--- config.mk ---
export PLATFORM = sky130hd
export DESIGN_NAME = lusf_mul
export DESIGN_NICKNAME = d
export VERILOG_FILES = /design/src/rtl/lusf_pkg.sv /design/src/rtl/lusf_mul.sv
export SDC_FILE = /design/constraint.sdc
export NUM_CORES = 2
export LEC_CHECK = 0
export BUFFER_PORTS_ARGS = -buffer_cell sky130_fd_sc_hd__buf_2
export CORE_UTILIZATION = 33
export DETAILED_ROUTE_END_ITERATION = 12
export HOLD_SLACK_MARGIN = 0.12
export PLACE_DENSITY = 0.55
export SYNTH_ARGS = -nofsm -noshare
export SYNTH_HDL_FRONTEND = slang
export SYNTH_SLANG_ARGS = --single-unit
--- constraint.sdc ---
create_clock -name i_clk -period 19.1 [get_ports i_clk]
set_clock_uncertainty 0.05 [all_clocks]
set_input_delay 0.955 -clock i_clk [delete_from_list [all_inputs] [get_ports i_clk]]
set_output_delay 0.955 -clock i_clk [all_outputs]
set_load 0.1 [all_outputs]
--- src/rtl/lusf_pkg.sv ---
`timescale 1ns / 1ps

package lusf_pkg;

    // Fixed widths of the fields and of the internal slope arithmetic.
    localparam int SAMPLE_W = 32;
    localparam int DIFF_W   = SAMPLE_W + 1;
    localparam int SUM_W    = 48;
    localparam int THETA_W  = 16;
    localparam int OPND_W   = 32;
    localparam int PROD_W   = 2 * OPND_W;
    localparam int SLOPE_W  = 52;
    localparam int MAG_W    = 63;

    // Axis codes of an input word.
    localparam logic [1:0] AXIS_X    = 2'd0;
    localparam logic [1:0] AXIS_Y    = 2'd1;
    localparam logic [1:0] AXIS_Z    = 2'd2;
    localparam logic [1:0] AXIS_NONE = 2'd3;

    // Configuration register indexes.
    localparam logic [1:0] CFG_THETA = 2'd0;
    localparam logic [1:0] CFG_INV_X = 2'd1;
    localparam logic [1:0] CFG_INV_Y = 2'd2;
    localparam logic [1:0] CFG_INV_Z = 2'd3;

    // Reset values of the configuration registers.
    localparam logic [THETA_W-1:0] THETA_RESET = 16'd16384;
    localparam logic [OPND_W-1:0]  INV_RESET   = 32'd65536;

    // Right shifts and rounding constants of the three scaling steps.
    localparam int SH_VEL = 30;
    localparam int SH_WGT = 28;
    localparam int SH_INV = 31;

    typedef logic signed [SLOPE_W-1:0] t_slope;

    typedef struct packed {
        logic [1:0]                 axis;
        logic signed [SAMPLE_W-1:0] sample_minus2;
        logic signed [SAMPLE_W-1:0] sample_minus1;
        logic signed [SAMPLE_W-1:0] sample_centre;
        logic signed [SAMPLE_W-1:0] sample_plus1;
        logic signed [SAMPLE_W-1:0] sample_plus2;
        logic signed [SAMPLE_W-1:0] velocity;
        logic [OPND_W-1:0]          weight;
    } t_in_word;

    typedef struct packed {
        logic signed [SUM_W-1:0] flux_term;
        logic                    saturated;
    } t_out_word;

    typedef enum logic [3:0] {
        ST_IDLE,
        ST_THETA0,
        ST_THETA1,
        ST_THETA2,
        ST_THSTORE,
        ST_INNER,
        ST_OUTER,
        ST_DIFF,
        ST_MUL_LO,
        ST_MUL_HI,
        ST_MUL_FIN,
        ST_CLIP,
        ST_ACC
    } t_state;

    typedef enum logic [1:0] {
        STEP_VEL,
        STEP_WGT,
        STEP_INV
    } t_step;

    // Minmod with the sign of zero taken as positive.
    function automatic t_slope minmod(input t_slope a, input t_slope b);
        logic   pos;
        t_slope mag;
        t_slope bs;
        t_slope m;
        pos = ~a[SLOPE_W-1];
        mag = pos ? a : -a;
        bs  = pos ? b : -b;
        m   = (mag < bs) ? mag : bs;
        if (m < 0) begin
            m = '0;
        end
        return pos ? m : -m;
    endfunction

endpackage

--- src/rtl/lusf_mul.sv ---
`timescale 1ns / 1ps

module lusf_mul
    import lusf_pkg::*;
(
    input  logic              i_clk,
    input  logic [OPND_W-1:0] i_a,
    input  logic [OPND_W-1:0] i_b,
    output logic [PROD_W-1:0] o_prod
);

    logic [PROD_W-1:0] r_prod;

    // Registered unsigned 32 x 32 product, shared by every step of the sequencer.
    always_ff @(posedge i_clk) begin
        r_prod <= PROD_W'(i_a) * PROD_W'(i_b);
    end

    assign o_prod = r_prod;

endmodule

* After elaboration in Yosys (flattened, before gate mapping)
Index checks and enable logic that the tools add are counted.
Widths: inputs -> output; s select.
** Word-level totals
- Output and inout bits :: 64
- ROM bits :: 0
- Register bits :: 64
- Bits in writable memories :: 0
- Memories kept :: 0
- Latch bits :: 0
** Operators by class
- Shift-type cells :: 0
- Div/mod/pow operators :: 0
- $mul :: 1
- $lt $le $gt $ge :: 0
- Bitwise gates (word level) :: 0
- Add/sub/neg operators :: 0
- Reductions and logical operators :: 0
- Equality and inequality tests :: 0
- Muxes and demuxes :: 0
** Operators by type and width (number)
- $mul 32x32->64 :: 1

* Logic depth before layout (Yosys ltp)
- Depth after elaboration :: 1
- Gate-level depth with buffers :: 29

* Worst setup path before layout
Ideal clock, no wire load.
- Path type :: in2reg
- Start point :: input port i_a[25]
- End point :: register r_prod[62], in the netlist o_prod[62]
- Setup time :: 0.072 ns
- Stages :: 25
- Setup slack :: 11.342 ns
- Arrival time :: 7.636 ns
- Required time :: 18.978 ns
- Cells stage by stage :: clkbuf_1 -> nand2_1 -> fa_1 -> inv_1 -> fa_1 -> inv_1 -> fa_1 -> inv_1 -> fa_1 -> fa_1 -> fa_1 -> fa_1 -> inv_1 -> fa_1 -> inv_1 -> ha_1 -> buf_2 -> nand4_1 -> or4_1 -> or3_1 -> a31oi_1 -> a31o_2 -> a211oi_1 -> o21ai_1 -> xor2_1
** Between the ends
- Longest elaborated chain between the ends :: 1
** Ends and longest elaborated chain
- start: declaration :: line lusf_mul.sv:7 : input logic [OPND_W-1:0] i_a,
- $mul 32x32->64 :: line lusf_mul.sv:16 : r_prod <= PROD_W'(i_a) * PROD_W'(i_b);
- end signal: assignment :: line lusf_mul.sv:16
- end: declaration :: line lusf_mul.sv:12 : logic [PROD_W-1:0] r_prod;
No other way between the ends.

* Final worst setup path
- Start point :: input port i_b[24]
- End point :: register r_prod[62], in the netlist o_prod[62]
** Between the ends
- Longest elaborated chain between the ends :: 1
** Ends and longest elaborated chain
- start: declaration :: line lusf_mul.sv:8 : input logic [OPND_W-1:0] i_b,
- $mul 32x32->64 :: line lusf_mul.sv:16
No other way between the ends.

==> flow_summary.json <==
{
  "vias_per_cell": 4.80,
  "number_of_iterations_in_the_first_detailed_routing_pass": 5,
  "max_slew_margin_pct": 36.1,
  "detailroute.via_count": 24300,
  "via_count_of_the_first_global_routing_pass": 26700,
  "maximum_number_of_pins_on_one_net_before_global_route_repair": 33,
  "post_cts_hold_buffer_count": 0,
  "drt_wl_total_um": 96000,
  "setup_viol": 0,
  "post-route-cell-area_mm2": 0.0366,
  "synth.cells.most_frequent": "896 x sky130_fd_sc_hd__fa_1, 865 x sky130_fd_sc_hd__inv_1, 602 x sky130_fd_sc_hd__and2_1",
  "timing.critical_path.arrival_ps": 8940,
  "yosysMostFrequentCell": "sky130_fd_sc_hd__fa_1",
  "critical_path.max_stage_delay_ps": 690,
  "sequential_cell_area_mm2": 0.00128,
  "clk_pin_slew_worst_paths_ps": 60,
  "crit_chain": "buf_2, nand2_1, fa_1, inv_1, fa_1, fa_1, fa_1, fa_1, fa_1, fa_1, inv_1, fa_1, inv_1, ha_1, nand4_1, or4_1, or3_1, a31oi_1, a31o_2, a211oi_1, o21ai_1, xor2_1",
  "cts_htree_levels": 3,
  "cts-buffers-inserted": 9,
  "synth_ff_type": "sky130_fd_sc_hd__dfxtp_1",
  "grtUsageTotal_pct": 18.8,
  "endpoints_failing_hold": 0,
  "synth_largest_type_area_fraction_pct": 51.7,
  "netlist_instances": 3748,
  "rows": 118,
  "setup_tns_ps": 0,
  "setup_repair_after_global_routing_missed_its_margin": "no",
  "tritoncts": "yes",
  "min_delay_path_class": "in2reg",
  "crit_path_frequent_cell": "sky130_fd_sc_hd__fa_1",
  "io_buffers": 128,
  "syn_avg_cell_area_um2": 9.25,
  "crit_path_max_fanout": 32,
  "dieWidth_um": 326,
  "place.detailed.hpwl_um": 77400,
  "layout_cells_sized_above_1_pct": 4.54,
  "synth-seq-area-share_pct": 3.69,
  "ys_seq_elements": 64,
  "hold_start": "i_b[0]",
  "whs_endpoint": "o_prod[0]$_DFF_P_",
  "slowest_stage_cell_crit_path": "sky130_fd_sc_hd__buf_2",
  "synth-edff-count": 0,
  "globalRoute.totalOverflow": 0,
  "globalplace.congestion": 0.858,
  "first_iter_violations": 1145,
  "pin_count": 129,
  "tightest_pin_transition_ps": 958,
  "postCtsSetupBuffers": 0,
  "finalNetCount": 4900,
  "clock_path_buffers": 2,
  "worst-path-buf-inv": 4,
  "outcome": "completed",
  "multi_input_area_mm2": 0.0293,
  "antenna_left": 0,
  "async_reset_ff_share_pct": 0,
  "period_utilization_pct": 45.5,
  "grt_antenna_before_repair": 6,
  "startpoint": "i_b[24]",
  "slew_violations": 0,
  "min_delay_path_depth": 2,
  "kind_of_start_point_of_the_critical_path": "input port",
  "area_overhead_vs_synth_pct": 5.50,
  "placement.cell_area_mm2": 0.0363,
  "die_h_um": 326,
  "largest_register_ffs": 64,
  "worst_ep_required_time_ps": 19340,
  "synth_area_leader_cell": "sky130_fd_sc_hd__fa_1",
  "core-area_mm2": 0.104,
  "first_pass_grt_wire_length_um": 153000,
  "synth.yosys.warnings": 0,
  "final.min_clock_period_ps": 8700,
  "drt_drc_violations_left": 0,
  "post_cts.resized_instances": 0,
  "net_count_synth": 4972,
  "clock_sink_count": 64,
  "critical_path_class": "in2reg",
  "floorplan.initialDensity_pct": 33.4,
  "syn_area_mm2": 0.0347,
  "wl_per_cell_um": 19.0,
  "critPathCaptureType": "register",
  "timing.fmax_mhz": 115,
  "cts_root_buf": "sky130_fd_sc_hd__clkbuf_16",
  "synth_cell_type_count": 57,
  "top_family_by_delay_on_critical_path": "adder cells",
  "fillers": 10800,
  "timing.max_cap.violations": 0,
  "floorplan.die_area_mm2": 0.106,
  "yosys-top-cells-area": "sky130_fd_sc_hd__fa_1 52%, sky130_fd_sc_hd__and2_1 11%, sky130_fd_sc_hd__ha_1 9.5%"
}
## logic make-up after synthesis
| group | synth area share [%] |
|---|---|
| simple gates | 17.6 |
| fa+ha+maj | 61.2 |
| buf+inv | 11.8 |
| compound gates | 4.15 |
| flops | 3.69 |
| xor+xnor | 1.52 |
| mux | 0.0289 |
## per-stage QoR
stage          worst slack (ps)  utilization, %  cells  hold slack, ps
2_1_floorplan             11340               -   3748            1030
3_3_place_gp              10220            35.0   5045            1460
3_5_place_dp              10100            35.0   5045            1450
4_1_cts                   10490            35.2   5061            1180
5_1_grt                   10080            35.2   5061            1210
6_report                  10400            35.2   5062            1200
## area by class of cell
type                    count  area share (%)
clock buffers              14           0.722
diodes                      1         0.00684
repair buffers            137            1.94
inverters                 865            8.88
multi-input cells        2599            80.1
well taps                1380            4.72
clock inverters             2           0.103
flip-flops and latches     64            3.50
## layout by cell type, fill, tap and decap left out, drive strengths merged, types with 5 or more instances in the layout
| cell type | count |
|---|---|
| buf | 137 |
| o31ai | 5 |
| clkbuf | 14 |
| o21bai | 11 |
| xor2 | 25 |
| xnor2 | 35 |
| nand3 | 10 |
| and2 | 602 |
| a21o | 40 |
| o21a | 9 |
| nand4 | 23 |
| nand2 | 480 |
| o21ai | 26 |
| fa | 896 |
| nor3 | 7 |
| inv | 865 |
| ha | 263 |
| nor2 | 20 |
| a21oi | 66 |
| and3 | 14 |
| dfxtp | 64 |
| a31oi | 12 |
## per-layer routing
layer | GRT usage (%) | up-vias | wire, µm
li1 | - | 10700 | -
met1 | 23.1 | 12900 | 38600
met2 | 33.9 | 531 | 50500
met3 | 1.94 | 160 | 3260
met4 | 6.44 | 4 | 3650
met5 | 0 | - | 31
## how the worst max path moves through the flow
stage / end / slack, ps / cells past startpoint
2_1_floorplan: o_prod[62]$_DFF_P_ / 11340 / 25
3_3_place_gp: o_prod[62]$_DFF_P_ / 10220 / 22
3_5_place_dp: o_prod[62]$_DFF_P_ / 10100 / 22
4_1_cts: o_prod[62]$_DFF_P_ / 10490 / 22
5_1_grt: o_prod[62]$_DFF_P_ / 10080 / 22
6_report: o_prod[62]$_DFF_P_ / 10400 / 22
Power is not shown: default switching activity piles up to over one toggle a cycle in this logic, so the estimate is an artifact.
